--- config.mk ---
export PLATFORM = sky130hd
export DESIGN_NAME = pid_line_follow_drive_core
export DESIGN_NICKNAME = d
export VERILOG_FILES = /design/src/design/plfd_pkg.sv /design/src/design/plfd_loop.sv /design/src/design/plfd_integ.sv /design/src/design/plfd_drive.sv /design/src/design/pid_line_follow_drive_core.sv
export SDC_FILE = /design/constraint.sdc
export NUM_CORES = 2
export LEC_CHECK = 0
export CORE_MARGIN = 4
export CORE_UTILIZATION = 64
export DETAILED_ROUTE_END_ITERATION = 8
export DONT_BUFFER_PORTS = 1
export PLACE_DENSITY = 0.8
export SYNTH_ARGS = -nofsm -noshare
export SYNTH_HDL_FRONTEND = slang
export SYNTH_SLANG_ARGS = --single-unit
export TNS_END_PERCENT = 30
--- constraint.sdc ---
create_clock -name clk -period 10.98 [get_ports clk]
set_input_delay 1.098 -clock clk [delete_from_list [all_inputs] [get_ports clk]]
set_output_delay 1.098 -clock clk [all_outputs]
set_load 0.1 [all_outputs]
--- src/design/plfd_pkg.sv ---
package plfd_pkg;

  // Field and port widths
  localparam int PosW     = 12;
  localparam int LevelW   = 10;
  localparam int SpeedW   = 8;
  localparam int GainW    = 4;
  localparam int ErrW     = 12;
  localparam int SumW     = 32;
  localparam int PTermW   = 8;
  localparam int DTermW   = 18;
  localparam int PdW      = 19;
  localparam int ProdW    = 64;
  localparam int IQuotW   = 19;
  localparam int ITermW   = 20;
  localparam int DiffW    = 21;
  localparam int KindW    = 2;
  localparam int CfgAddrW = 2;
  localparam int CfgDataW = 8;
  localparam int InDataW  = 64;
  localparam int OutDataW = 16;

  // Position handling
  localparam logic [PosW-1:0]        POS_MAX    = 12'd4000;
  localparam logic signed [PosW:0]   CENTER_POS = 13'sd2000;

  // x / 20 for x <= 2000: (x * 3277) >> 16
  localparam logic [11:0] P_RECIP = 12'd3277;
  localparam int          P_SHIFT = 16;
  // x / 10000 for any 32-bit x: (x * 0xD1B71759) >> 45
  localparam logic [31:0] I_RECIP = 32'hD1B7_1759;
  localparam int          I_SHIFT = 45;

  // Sensor thresholds
  localparam logic [LevelW-1:0] LOST_LEVEL = 10'd100;
  localparam logic [LevelW-1:0] SIDE_LEVEL = 10'd200;
  localparam logic [LevelW-1:0] DARK_OUTER = 10'd100;
  localparam logic [LevelW-1:0] DARK_INNER = 10'd200;

  // Register reset values
  localparam logic [SpeedW-1:0] MAX_SPEED_RST   = 8'd60;
  localparam logic [GainW-1:0]  DERIV_GAIN_RST  = 4'd3;
  localparam logic              DERIV_HALVE_RST = 1'b1;
  localparam logic              FULL_STOP_RST   = 1'b0;

  typedef enum logic [CfgAddrW-1:0] {
    REG_MAX_SPEED   = 2'd0,
    REG_DERIV_GAIN  = 2'd1,
    REG_DERIV_HALVE = 2'd2,
    REG_FULL_STOP   = 2'd3
  } cfg_reg_t;

  typedef enum logic [KindW-1:0] {
    END_CONTINUE = 2'd0,
    END_LOST     = 2'd1,
    END_BRANCH   = 2'd2,
    END_DARK     = 2'd3
  } end_kind_t;

  typedef struct packed {
    logic [SpeedW-1:0] max_speed;
    logic [GainW-1:0]  deriv_gain;
    logic              deriv_halve;
    logic              full_stop;
  } cfg_t;

  typedef struct packed {
    logic [PosW-1:0]   pos;
    logic [LevelW-1:0] lvl_fl;
    logic [LevelW-1:0] lvl_l;
    logic [LevelW-1:0] lvl_c;
    logic [LevelW-1:0] lvl_r;
    logic [LevelW-1:0] lvl_fr;
    logic              seg_start;
  } sample_t;

  typedef struct packed {
    logic signed [PTermW-1:0] p_term;
    logic signed [DTermW-1:0] d_term;
    logic signed [SumW-1:0]   err_sum;
    end_kind_t                kind;
  } loop_res_t;

  typedef struct packed {
    logic signed [PdW-1:0] pd_sum;
    logic [ProdW-1:0]      i_prod;
    logic                  i_neg;
    end_kind_t             kind;
  } integ_res_t;

  typedef struct packed {
    logic [SpeedW-1:0] left_drive;
    logic [SpeedW-1:0] right_drive;
    end_kind_t         kind;
  } drive_t;

endpackage

--- src/design/plfd_loop.sv ---
module plfd_loop (
  input  logic                clk,
  input  logic                rst_n,
  input  plfd_pkg::cfg_t      cfg,
  input  logic                vld_i,
  output logic                rdy_o,
  input  plfd_pkg::sample_t   smp_i,
  output logic                vld_o,
  input  logic                rdy_i,
  output plfd_pkg::loop_res_t res_o
);

  logic                                   vld_r;
  logic                                   take;
  logic signed [plfd_pkg::ErrW-1:0]       prev_err_r;
  logic signed [plfd_pkg::SumW-1:0]       err_sum_r;
  plfd_pkg::loop_res_t                    res_r;
  plfd_pkg::loop_res_t                    res_nxt;

  logic [plfd_pkg::PosW-1:0]              pos_sat;
  logic signed [plfd_pkg::PosW:0]         err_w;
  logic signed [plfd_pkg::ErrW-1:0]       err;
  logic signed [plfd_pkg::ErrW-1:0]       prev_err;
  logic signed [plfd_pkg::SumW-1:0]       sum_old;
  logic signed [plfd_pkg::SumW:0]         sum_wide;
  logic signed [plfd_pkg::SumW-1:0]       sum_sat;
  logic signed [plfd_pkg::ErrW:0]         err_delta;
  logic signed [plfd_pkg::DTermW-1:0]     deriv_raw;
  logic signed [plfd_pkg::DTermW-1:0]     deriv;
  logic [plfd_pkg::ErrW-2:0]              err_mag;
  logic [plfd_pkg::ErrW+10:0]             p_prod;
  logic [plfd_pkg::PTermW-2:0]            p_quot;
  logic signed [plfd_pkg::PTermW-1:0]     p_term;
  plfd_pkg::end_kind_t                    kind;

  // Advance when the next stage has room
  assign rdy_o = !vld_r || rdy_i;
  assign take  = vld_i && rdy_o;
  assign vld_o = vld_r;
  assign res_o = res_r;

  // Error, integral and derivative
  always_comb begin
    pos_sat   = (smp_i.pos > plfd_pkg::POS_MAX) ? plfd_pkg::POS_MAX : smp_i.pos;
    err_w     = $signed({1'b0, pos_sat}) - plfd_pkg::CENTER_POS;
    err       = err_w[plfd_pkg::ErrW-1:0];
    prev_err  = smp_i.seg_start ? '0 : prev_err_r;
    sum_old   = smp_i.seg_start ? '0 : err_sum_r;

    sum_wide  = (plfd_pkg::SumW+1)'(sum_old) + (plfd_pkg::SumW+1)'(err);
    if (sum_wide[plfd_pkg::SumW] != sum_wide[plfd_pkg::SumW-1]) begin
      sum_sat = sum_wide[plfd_pkg::SumW] ? {1'b1, {(plfd_pkg::SumW-1){1'b0}}}
                                         : {1'b0, {(plfd_pkg::SumW-1){1'b1}}};
    end else begin
      sum_sat = sum_wide[plfd_pkg::SumW-1:0];
    end

    err_delta = (plfd_pkg::ErrW+1)'(err) - (plfd_pkg::ErrW+1)'(prev_err);
    deriv_raw = plfd_pkg::DTermW'(err_delta)
              * $signed({{(plfd_pkg::DTermW-plfd_pkg::GainW){1'b0}}, cfg.deriv_gain});
    // Halve with truncation toward zero
    if (cfg.deriv_halve) begin
      deriv = (deriv_raw
            + $signed({{(plfd_pkg::DTermW-1){1'b0}}, deriv_raw[plfd_pkg::DTermW-1]})) >>> 1;
    end else begin
      deriv = deriv_raw;
    end

    // Proportional term: magnitude times reciprocal of 20
    err_mag = err[plfd_pkg::ErrW-1] ? (plfd_pkg::ErrW-1)'(-err) : (plfd_pkg::ErrW-1)'(err);
    p_prod  = (plfd_pkg::ErrW+11)'(err_mag) * (plfd_pkg::ErrW+11)'(plfd_pkg::P_RECIP);
    p_quot  = p_prod[plfd_pkg::P_SHIFT +: (plfd_pkg::PTermW-1)];
    p_term  = err[plfd_pkg::ErrW-1] ? -$signed({1'b0, p_quot}) : $signed({1'b0, p_quot});
  end

  // Classify the segment end
  always_comb begin
    priority if (smp_i.lvl_l < plfd_pkg::LOST_LEVEL && smp_i.lvl_c < plfd_pkg::LOST_LEVEL &&
                 smp_i.lvl_r < plfd_pkg::LOST_LEVEL) begin
      kind = plfd_pkg::END_LOST;
    end else if (smp_i.lvl_fl > plfd_pkg::SIDE_LEVEL || smp_i.lvl_fr > plfd_pkg::SIDE_LEVEL) begin
      kind = plfd_pkg::END_BRANCH;
    end else if (cfg.full_stop &&
                 smp_i.lvl_fl > plfd_pkg::DARK_OUTER && smp_i.lvl_l > plfd_pkg::DARK_INNER &&
                 smp_i.lvl_c > plfd_pkg::DARK_INNER && smp_i.lvl_r > plfd_pkg::DARK_INNER &&
                 smp_i.lvl_fr > plfd_pkg::DARK_OUTER) begin
      kind = plfd_pkg::END_DARK;
    end else begin
      kind = plfd_pkg::END_CONTINUE;
    end
  end

  always_comb begin
    res_nxt.p_term  = p_term;
    res_nxt.d_term  = deriv;
    res_nxt.err_sum = sum_sat;
    res_nxt.kind    = kind;
  end

  // Loop state and stage valid
  always_ff @(posedge clk) begin
    if (!rst_n) begin
      vld_r      <= 1'b0;
      prev_err_r <= '0;
      err_sum_r  <= '0;
    end else begin
      if (rdy_o) begin
        vld_r <= vld_i;
      end
      if (take) begin
        prev_err_r <= err;
        err_sum_r  <= sum_sat;
      end
    end
  end

  // Hold the stage payload
  always_ff @(posedge clk) begin
    if (take) begin
      res_r <= res_nxt;
    end
  end

endmodule

--- src/design/plfd_integ.sv ---
module plfd_integ (
  input  logic                 clk,
  input  logic                 rst_n,
  input  logic                 vld_i,
  output logic                 rdy_o,
  input  plfd_pkg::loop_res_t  res_i,
  output logic                 vld_o,
  input  logic                 rdy_i,
  output plfd_pkg::integ_res_t res_o
);

  logic                        vld_r;
  logic                        take;
  logic [plfd_pkg::SumW-1:0]   sum_mag;
  plfd_pkg::integ_res_t        res_r;
  plfd_pkg::integ_res_t        res_nxt;

  assign rdy_o = !vld_r || rdy_i;
  assign take  = vld_i && rdy_o;
  assign vld_o = vld_r;
  assign res_o = res_r;

  // Integral magnitude times reciprocal of 10000; merge P and D terms
  always_comb begin
    sum_mag = res_i.err_sum[plfd_pkg::SumW-1] ? (~res_i.err_sum + plfd_pkg::SumW'(1))
                                              : res_i.err_sum;
    res_nxt.i_prod = plfd_pkg::ProdW'(sum_mag) * plfd_pkg::ProdW'(plfd_pkg::I_RECIP);
    res_nxt.i_neg  = res_i.err_sum[plfd_pkg::SumW-1];
    res_nxt.pd_sum = plfd_pkg::PdW'(res_i.p_term) + plfd_pkg::PdW'(res_i.d_term);
    res_nxt.kind   = res_i.kind;
  end

  always_ff @(posedge clk) begin
    if (!rst_n) begin
      vld_r <= 1'b0;
    end else if (rdy_o) begin
      vld_r <= vld_i;
    end
  end

  always_ff @(posedge clk) begin
    if (take) begin
      res_r <= res_nxt;
    end
  end

endmodule

--- src/design/plfd_drive.sv ---
module plfd_drive (
  input  logic                 clk,
  input  logic                 rst_n,
  input  plfd_pkg::cfg_t       cfg,
  input  logic                 vld_i,
  output logic                 rdy_o,
  input  plfd_pkg::integ_res_t res_i,
  output logic                 vld_o,
  input  logic                 rdy_i,
  output plfd_pkg::drive_t     res_o
);

  logic                               vld_r;
  logic                               take;
  plfd_pkg::drive_t                   res_r;
  plfd_pkg::drive_t                   res_nxt;
  logic [plfd_pkg::IQuotW-1:0]        i_quot;
  logic signed [plfd_pkg::ITermW-1:0] i_term;
  logic signed [plfd_pkg::DiffW-1:0]  diff;
  logic signed [plfd_pkg::DiffW-1:0]  diff_clamp;
  logic signed [plfd_pkg::DiffW-1:0]  maxv;
  logic signed [plfd_pkg::DiffW-1:0]  left_w;
  logic signed [plfd_pkg::DiffW-1:0]  right_w;

  assign rdy_o = !vld_r || rdy_i;
  assign take  = vld_i && rdy_o;
  assign vld_o = vld_r;
  assign res_o = res_r;

  // Finish the integral term, sum, clamp and split into wheel drives
  always_comb begin
    i_quot = res_i.i_prod[plfd_pkg::I_SHIFT +: plfd_pkg::IQuotW];
    i_term = res_i.i_neg ? -$signed({1'b0, i_quot}) : $signed({1'b0, i_quot});
    diff   = plfd_pkg::DiffW'(res_i.pd_sum) + plfd_pkg::DiffW'(i_term);
    maxv   = $signed({{(plfd_pkg::DiffW-plfd_pkg::SpeedW){1'b0}}, cfg.max_speed});

    priority if (diff > maxv) begin
      diff_clamp = maxv;
    end else if (diff < -maxv) begin
      diff_clamp = -maxv;
    end else begin
      diff_clamp = diff;
    end

    if (diff_clamp[plfd_pkg::DiffW-1]) begin
      left_w  = maxv + diff_clamp;
      right_w = maxv;
    end else begin
      left_w  = maxv;
      right_w = maxv - diff_clamp;
    end

    // Stop both wheels at any segment end in full-stop mode
    if (cfg.full_stop && res_i.kind != plfd_pkg::END_CONTINUE) begin
      res_nxt.left_drive  = '0;
      res_nxt.right_drive = '0;
    end else begin
      res_nxt.left_drive  = left_w[plfd_pkg::SpeedW-1:0];
      res_nxt.right_drive = right_w[plfd_pkg::SpeedW-1:0];
    end
    res_nxt.kind = res_i.kind;
  end

  always_ff @(posedge clk) begin
    if (!rst_n) begin
      vld_r <= 1'b0;
    end else if (rdy_o) begin
      vld_r <= vld_i;
    end
  end

  always_ff @(posedge clk) begin
    if (take) begin
      res_r <= res_nxt;
    end
  end

endmodule

--- src/design/pid_line_follow_drive_core.sv ---
// A request passes through the input, loop, integral and drive registers to out_tvalid.
// Throughput: one request per cycle while out_tready is high; each of these stages moves
// on whenever the stage after it is empty or being drained, so bubbles close up.
// Loop state (last error, integral) is updated as a request leaves the input stage.
// Reset (rst_n low, synchronous) empties the pipeline, clears the loop state and
// loads the register defaults.
module pid_line_follow_drive_core (
  input  logic                          clk,
  input  logic                          rst_n,
  // Input requests
  input  logic                          in_tvalid,
  output logic                          in_tready,
  // line_position[11:0], level_far_left[21:12], level_left[31:22],
  // level_center[41:32], level_right[51:42], level_far_right[61:52], zero pad
  input  logic [plfd_pkg::InDataW-1:0]  in_tdata,
  // segment_start[0]
  input  logic                          in_tuser,
  // Results
  output logic                          out_tvalid,
  input  logic                          out_tready,
  // left_drive[7:0], right_drive[15:8]
  output logic [plfd_pkg::OutDataW-1:0] out_tdata,
  // end_kind[1:0]
  output logic [plfd_pkg::KindW-1:0]    out_tuser,
  // Configuration writes
  input  logic                          cfg_we,
  input  logic [plfd_pkg::CfgAddrW-1:0] cfg_addr,
  input  logic [plfd_pkg::CfgDataW-1:0] cfg_wdata
);

  plfd_pkg::cfg_t       cfg_r;
  logic                 a_vld_r;
  plfd_pkg::sample_t    a_smp_r;
  plfd_pkg::sample_t    a_smp_nxt;
  logic                 loop_rdy;
  logic                 loop_vld;
  plfd_pkg::loop_res_t  loop_res;
  logic                 integ_rdy;
  logic                 integ_vld;
  plfd_pkg::integ_res_t integ_res;
  logic                 drive_rdy;
  plfd_pkg::drive_t     drive_res;

  // Register file
  always_ff @(posedge clk) begin
    if (!rst_n) begin
      cfg_r.max_speed   <= plfd_pkg::MAX_SPEED_RST;
      cfg_r.deriv_gain  <= plfd_pkg::DERIV_GAIN_RST;
      cfg_r.deriv_halve <= plfd_pkg::DERIV_HALVE_RST;
      cfg_r.full_stop   <= plfd_pkg::FULL_STOP_RST;
    end else if (cfg_we) begin
      unique case (plfd_pkg::cfg_reg_t'(cfg_addr))
        plfd_pkg::REG_MAX_SPEED:   cfg_r.max_speed   <= cfg_wdata;
        plfd_pkg::REG_DERIV_GAIN:  cfg_r.deriv_gain  <= cfg_wdata[plfd_pkg::GainW-1:0];
        plfd_pkg::REG_DERIV_HALVE: cfg_r.deriv_halve <= cfg_wdata[0];
        plfd_pkg::REG_FULL_STOP:   cfg_r.full_stop   <= cfg_wdata[0];
        default: ;
      endcase
    end
  end

  // Unpack the request
  always_comb begin
    a_smp_nxt.pos       = in_tdata[11:0];
    a_smp_nxt.lvl_fl    = in_tdata[21:12];
    a_smp_nxt.lvl_l     = in_tdata[31:22];
    a_smp_nxt.lvl_c     = in_tdata[41:32];
    a_smp_nxt.lvl_r     = in_tdata[51:42];
    a_smp_nxt.lvl_fr    = in_tdata[61:52];
    a_smp_nxt.seg_start = in_tuser;
  end

  // Input register
  assign in_tready = !a_vld_r || loop_rdy;

  always_ff @(posedge clk) begin
    if (!rst_n) begin
      a_vld_r <= 1'b0;
    end else if (in_tready) begin
      a_vld_r <= in_tvalid;
    end
  end

  always_ff @(posedge clk) begin
    if (in_tvalid && in_tready) begin
      a_smp_r <= a_smp_nxt;
    end
  end

  plfd_loop u_loop (
    .clk   (clk),
    .rst_n (rst_n),
    .cfg   (cfg_r),
    .vld_i (a_vld_r),
    .rdy_o (loop_rdy),
    .smp_i (a_smp_r),
    .vld_o (loop_vld),
    .rdy_i (integ_rdy),
    .res_o (loop_res)
  );

  plfd_integ u_integ (
    .clk   (clk),
    .rst_n (rst_n),
    .vld_i (loop_vld),
    .rdy_o (integ_rdy),
    .res_i (loop_res),
    .vld_o (integ_vld),
    .rdy_i (drive_rdy),
    .res_o (integ_res)
  );

  plfd_drive u_drive (
    .clk   (clk),
    .rst_n (rst_n),
    .cfg   (cfg_r),
    .vld_i (integ_vld),
    .rdy_o (drive_rdy),
    .res_i (integ_res),
    .vld_o (out_tvalid),
    .rdy_i (out_tready),
    .res_o (drive_res)
  );

  assign out_tdata = {drive_res.right_drive, drive_res.left_drive};
  assign out_tuser = drive_res.kind;

endmodule

# After elaboration in Yosys (flattened, before gate mapping)

Cells that the tools add are included.

Equal/unequal tests: 4
$add $sub $neg: 13
Reductions and logical operators: 27
Muxes and demuxes: 16
Div/mod/pow operators: 0
Shifts and indexed selects: 0
Order comparisons: 13
Bitwise gates (word level): 1
Multipliers: 3

Operators with widths:

| kind                                                | number |
|---|---|
| 2-to-1 mux 32 bit                                   | 4 |
| multiplier 32 x 32 -> 64 bit, second input constant | 1 |
| > comparator 10 x 8 -> 1 bit, second input constant | 5 |
| 2-to-1 mux 21 bit                                   | 2 |
| adder 32 x 12 -> 33 bit                             | 1 |
| adder 32 x 2 -> 32 bit, second input constant       | 1 |
| NOT 32 bit                                          | 1 |
| < comparator 10 x 7 -> 1 bit, second input constant | 3 |
| 2-to-1 mux 12 bit                                   | 2 |
| multiplier 11 x 12 -> 23 bit, second input constant | 1 |
| adder 19 x 20 -> 21 bit                             | 1 |
| > comparator 21 x 9 -> 1 bit                        | 1 |
| < comparator 21 bit                                 | 1 |
| negation 8 -> 21 bit                                | 1 |
| > comparator 10 x 7 -> 1 bit, second input constant | 2 |
| 2-to-1 mux 20 bit                                   | 1 |
| negation 19 -> 20 bit                               | 1 |
| adder 8 x 18 -> 19 bit                              | 1 |
| adder 18 x 2 -> 18 bit                              | 1 |
| multiplier 13 x 5 -> 18 bit                         | 1 |
| 2-to-1 mux 18 bit                                   | 1 |
| 2-to-1 mux 8 bit                                    | 2 |
| subtractor 12 x 12 -> 13 bit                        | 1 |
| > comparator 12 bit, second input constant          | 1 |
| 17 further kinds                                    | 40 |

Memory bits (read-only): 0
Memory bits (writable): 0
Bits in registers: 289
Bits in latches: 0
Memories: 0

# Depth between registers and ports, before layout

Word-level depth: 8
Gate-level depth with buffers: 38
Depth with buffers taken out: 38

# By module

Synthesis repeated with hierarchy kept, for this count alone.

Cells, all modules: 4200
Area, all modules: 40964.3 sq um

Modules (own cells, without submodules):

| module                     | instances | area each (sq um) | seq. area each (sq um) | cells an instance |
|---|---|---|---|---|
| plfd_integ                 | 1         | 22696.8           | 2602.5                 | 2209 |
| plfd_loop                  | 1         | 11802.6           | 2702.6                 | 1365 |
| plfd_drive                 | 1         | 3917.5            | 560.5                  | 495 |
| pid_line_follow_drive_core | 1         | 2547.4            | 2192.1                 | 131 |

# Worst setup path before layout

Ideal clock, no wire load.

Kind: reg2reg
From: register u_loop.res_r (netlist bit u_loop.res_o[2])
To: register u_integ.res_r (netlist bit u_integ.res_o[60]), data pin
Setup time: 0.265 ns
Path buffers: 0
Arrival time: 9.893 ns
Stages on the path, launching flop included: 36
Slack: 0.821 ns
Path through: edfxtp_1 > inv_1 > ha_1 > nand2_1 > or3_4 > nand2b_4 > or4_4 > or4_4 > or4_4 > o41ai_2 > xnor2_1 > inv_1 > fa_1 > inv_1 > ha_1 > inv_1 > fa_1 > fa_1 > inv_1 > fa_1 > inv_1 > fa_1 > inv_1 > fa_1 > fa_1 > ha_1 > and4_1 > nand3_1 > or4_1 > o2111a_1 > a21oi_1 > o21ai_0 > a21oi_1 > nand3_1 > o21ai_0 > xor2_1

RTL lines:

| element                | line             | text |
|---|---|---|
| start, declared        | plfd_loop.sv:17  | `plfd_pkg::loop_res_t res_r;` |
| start signal, assigned | plfd_loop.sv:120 | `res_r <= res_nxt;` |
| end signal, assigned   | plfd_integ.sv:43 | `res_r <= res_nxt;` |
| end, declared          | plfd_integ.sv:15 | `plfd_pkg::integ_res_t res_r;` |

==> flow_metrics.py <==
metrics = {
    "worst_hold_path": {
        "holdPathEnd": "u_integ.res_o[0]",
        "hp-class": "reg2reg",
        "whs_path_depth": 0,
        "hp-start": "u_loop.res_o[0]",
    },
    "worst_setup_path": {
        "crit_cells": 35,
        "r2r_end": "u_integ.res_o[66]",
        "crit_top_cell": "fa_1",
        "reg2reg_from": "u_loop.res_o[3]",
        "path_class": "reg2reg",
        "worstSetupEndpointType": "flip-flop",
        "rrSetupSlack_ps": 480,
        "cp_top_family": "adder cells",
        "cp_max_fo": 7,
        "cp_num_buf_inv": 6,
        "start_kind": "flip-flop",
        "crit_arrival_ps": 10800,
        "crit_path_top_delay_cell": "o31ai_1",
        "slowest_delay_ps": 790,
        "r2r_cells": 35,
        "worst_ep_required_time_ps": 11280,
    },
    "routing": {
        "postRouteAntennaNets": 0,
        "viasPerCell": 5.67,
        "wirelength_um": 80600,
        "drtIter0Drc": 1311,
        "drtPass1Iterations": 5,
        "vias": 25740,
        "wire_per_inst_um": 17.7,
        "drc": 0,
    },
    "global_route": {
        "grt_pass1_vias": 26766,
        "overflow": 0,
        "grt_max_degree": 84,
        "track_usage_pct": 26.4,
        "antenna_found_initial": 0,
        "grt_pass1_wl_um": 134000,
    },
    "clock_network": {
        "tritoncts": "built",
        "clkLatencyLatePin_ps": 560,
        "cts_root_buf": "clkbuf_16",
        "clkTransAtPathRegs_ps": 60,
        "cts_buffer_depth": 3,
        "cts_max_level": 1,
        "numCtsBuffers": 27,
        "cts_sinks": 244,
    },
    "final_layout": {
        "final_nets": 4953,
        "area_growth_pct": 5.64,
        "drive_above_1_share_pct": 3.84,
        "fin_util_pct": 68.2,
        "num-fill-cells": 4296,
        "diodes": 0,
    },
    "synth": {
        "syn_avg_cell_area_um2": 9.97,
        "synthArstFlopShare_pct": 0,
        "synth_edf_count": 182,
        "synth_fa_ha_area_share_pct": 47.8,
        "yosys-top-cells-area": "fa_1 (28%), ha_1 (20%), edfxtp_1 (15%)",
        "synth.top_cells.by_count": "inv_1 (861), ha_1 (604), fa_1 (512)",
        "syn_area_um2": 37200,
        "yosysMostFrequentCell": "inv_1",
        "synthSimpleGateAreaFrac_pct": 9.48,
        "netlist.area_leader.share_pct": 27.5,
        "synth_ff_type": "edfxtp_1",
        "yosys-mux-area-fraction_pct": 0.806,
        "synth_top_family_by_area": "adder cells",
        "yosys_warnings": 0,
        "ys_seq_area_share_pct": 18.0,
        "yosys_register_bits": 244,
        "syn_inst": 3737,
        "yosysTopAreaCell": "fa_1",
        "synth_cell_types": 91,
        "synth_xor_xnor_area_share_pct": 4.47,
        "syn-num-nets": 4933,
        "synth-compound-area-share_pct": 10.1,
    },
    "timing": {
        "setup_ws_ps": 481,
        "period_needed_ps": 10500,
        "finalSetupViolCount": 0,
        "worst_slew_pin_slew_ps": 1150,
        "finalSetupTns_ps": 0,
        "whs_ps": 423,
        "maxSlewHeadroom_pct": 23.0,
        "rsz0062_at_grt": "false",
        "clock_skew_ps": 13.1,
        "finalCritPeriodShare_pct": 95.6,
        "drv_slew": 0,
        "fmax_mhz": 95.2,
        "timing.final.hold_violations": 0,
    },
    "floorplanning": {
        "rows": 88,
        "die_w_um": 249,
        "core_um2": 57700,
        "start_util_pct": 64.5,
        "io_pins": 100,
        "fp.dieH_um": 249,
        "die_area_um2": 62100,
    },
    "placed_design": {
        "post-dp-hpwl_um": 68500,
        "dp_slack_ps": 451,
        "io_buffers": 0,
        "place_congestion": 0.965,
    },
    "run_status": {
        "outcome": "complete, no violations",
    },
    "job": {
        "max_cap_viol_count": 0,
    },
}
area by class of cell:
class / instances / area [um^2] / share of cell area (%)
Timing Repair Buffer: 46 / 345 / 0.878
Sequential cell: 244 / 6710 / 17.0
Tap cell: 765 / 957 / 2.43
Clock inverter: 17 / 297 / 0.754
Multi-Input combinational cell: 2576 / 27100 / 68.9
Clock buffer: 33 / 708 / 1.80
Inverter: 862 / 3240 / 8.22
registers in the layout, summed over array words and instances, names as in the netlist:
register,flops
u_loop.vld_o,1
u_integ.vld_o,1
a_vld_r,1
u_loop.prev_err_r,12
cfg_r,14
u_drive.vld_o,1
u_drive.res_o,18
u_loop.res_o,60
u_loop.err_sum_r,32
a_smp_r,63
u_integ.res_o,41
routing by layer:
| metal | track usage [%] | routed length (um) |
|---|---|---|
| met3 | 5.38 | 5930 |
| met5 | 0 | 0 |
| met1 | 35.7 | 34100 |
| met2 | 43.8 | 38000 |
| met4 | 7.36 | 2510 |
worst max path at each step:
stage                          from                end  slack [ps]
finish              u_loop.res_o[3]  u_integ.res_o[66]         480
global route        u_loop.res_o[3]  u_integ.res_o[66]         100
CTS                 u_loop.res_o[3]  u_integ.res_o[62]         400
detailed placement  u_loop.res_o[3]  u_integ.res_o[60]         450
global placement    u_loop.res_o[3]  u_integ.res_o[62]         610
floorplan           u_loop.res_o[2]  u_integ.res_o[60]         820
cells by family after synthesis:
kind of cell | Yosys count
simple gates | 684
buf+inv | 917
fa+ha+maj | 1117
mux | 29
compound gates | 556
flops | 244
xor+xnor | 190
cells in the final DEF (no fill, tap or decap), types with 8 or more instances in the layout:
master and n:
o41ai_1 9, or3_1 17, o21bai_1 12, o211ai_1 19, o31ai_1 14, nor3b_1 8, o31a_1 15, clkbuf_16 27
or2_2 11, a21o_1 50, mux2i_1 24, a31oi_1 11, a22o_1 9, a21oi_1 136, xor2_1 59, nand4_1 16
and2_1 53, nor4_1 13, o21ai_0 113, nand2_1 196, fa_1 512, o21a_1 37, ha_1 604, and3_1 12
nand2b_1 35, o221ai_1 13, a211oi_1 20, nand3_1 26, or4_1 14, inv_1 860, nor2b_1 74, buf_4 46
dfxtp_1 62, nor3_1 36, nor2_1 132, edfxtp_1 182, a21boi_0 13, xnor2_1 131
worst register-to-register path: cells and delay by family (launching register included):
kind            cells  cell delay (ps)
xor+xnor            2              220
simple gates       10             2530
buf+inv             6              790
flops               1              420
compound gates      7             1940
fa+ha+maj          10             4360
per-stage QoR:
| step | cells | cell area (um^2) |
|---|---|---|
| 2_1_floorplan | 3737 | 37200 |
| 3_3_place_gp | 4493 | 38300 |
| 3_5_place_dp | 4493 | 38300 |
| 4_1_cts | 4543 | 39300 |
| 5_1_grt | 4543 | 39300 |
| 6_report | 4543 | 39300 |
what timing repair did:
item | CTS | global route
setup buffers | 0 | 0
setup endpoints to repair | 0 | 4
hold buffers | 0 | 0
gates resized for setup | 0 | 2
Power is left out: the tool's default activity adds up to more than one toggle a clock period on the data nets, which glitch-free logic cannot reach.
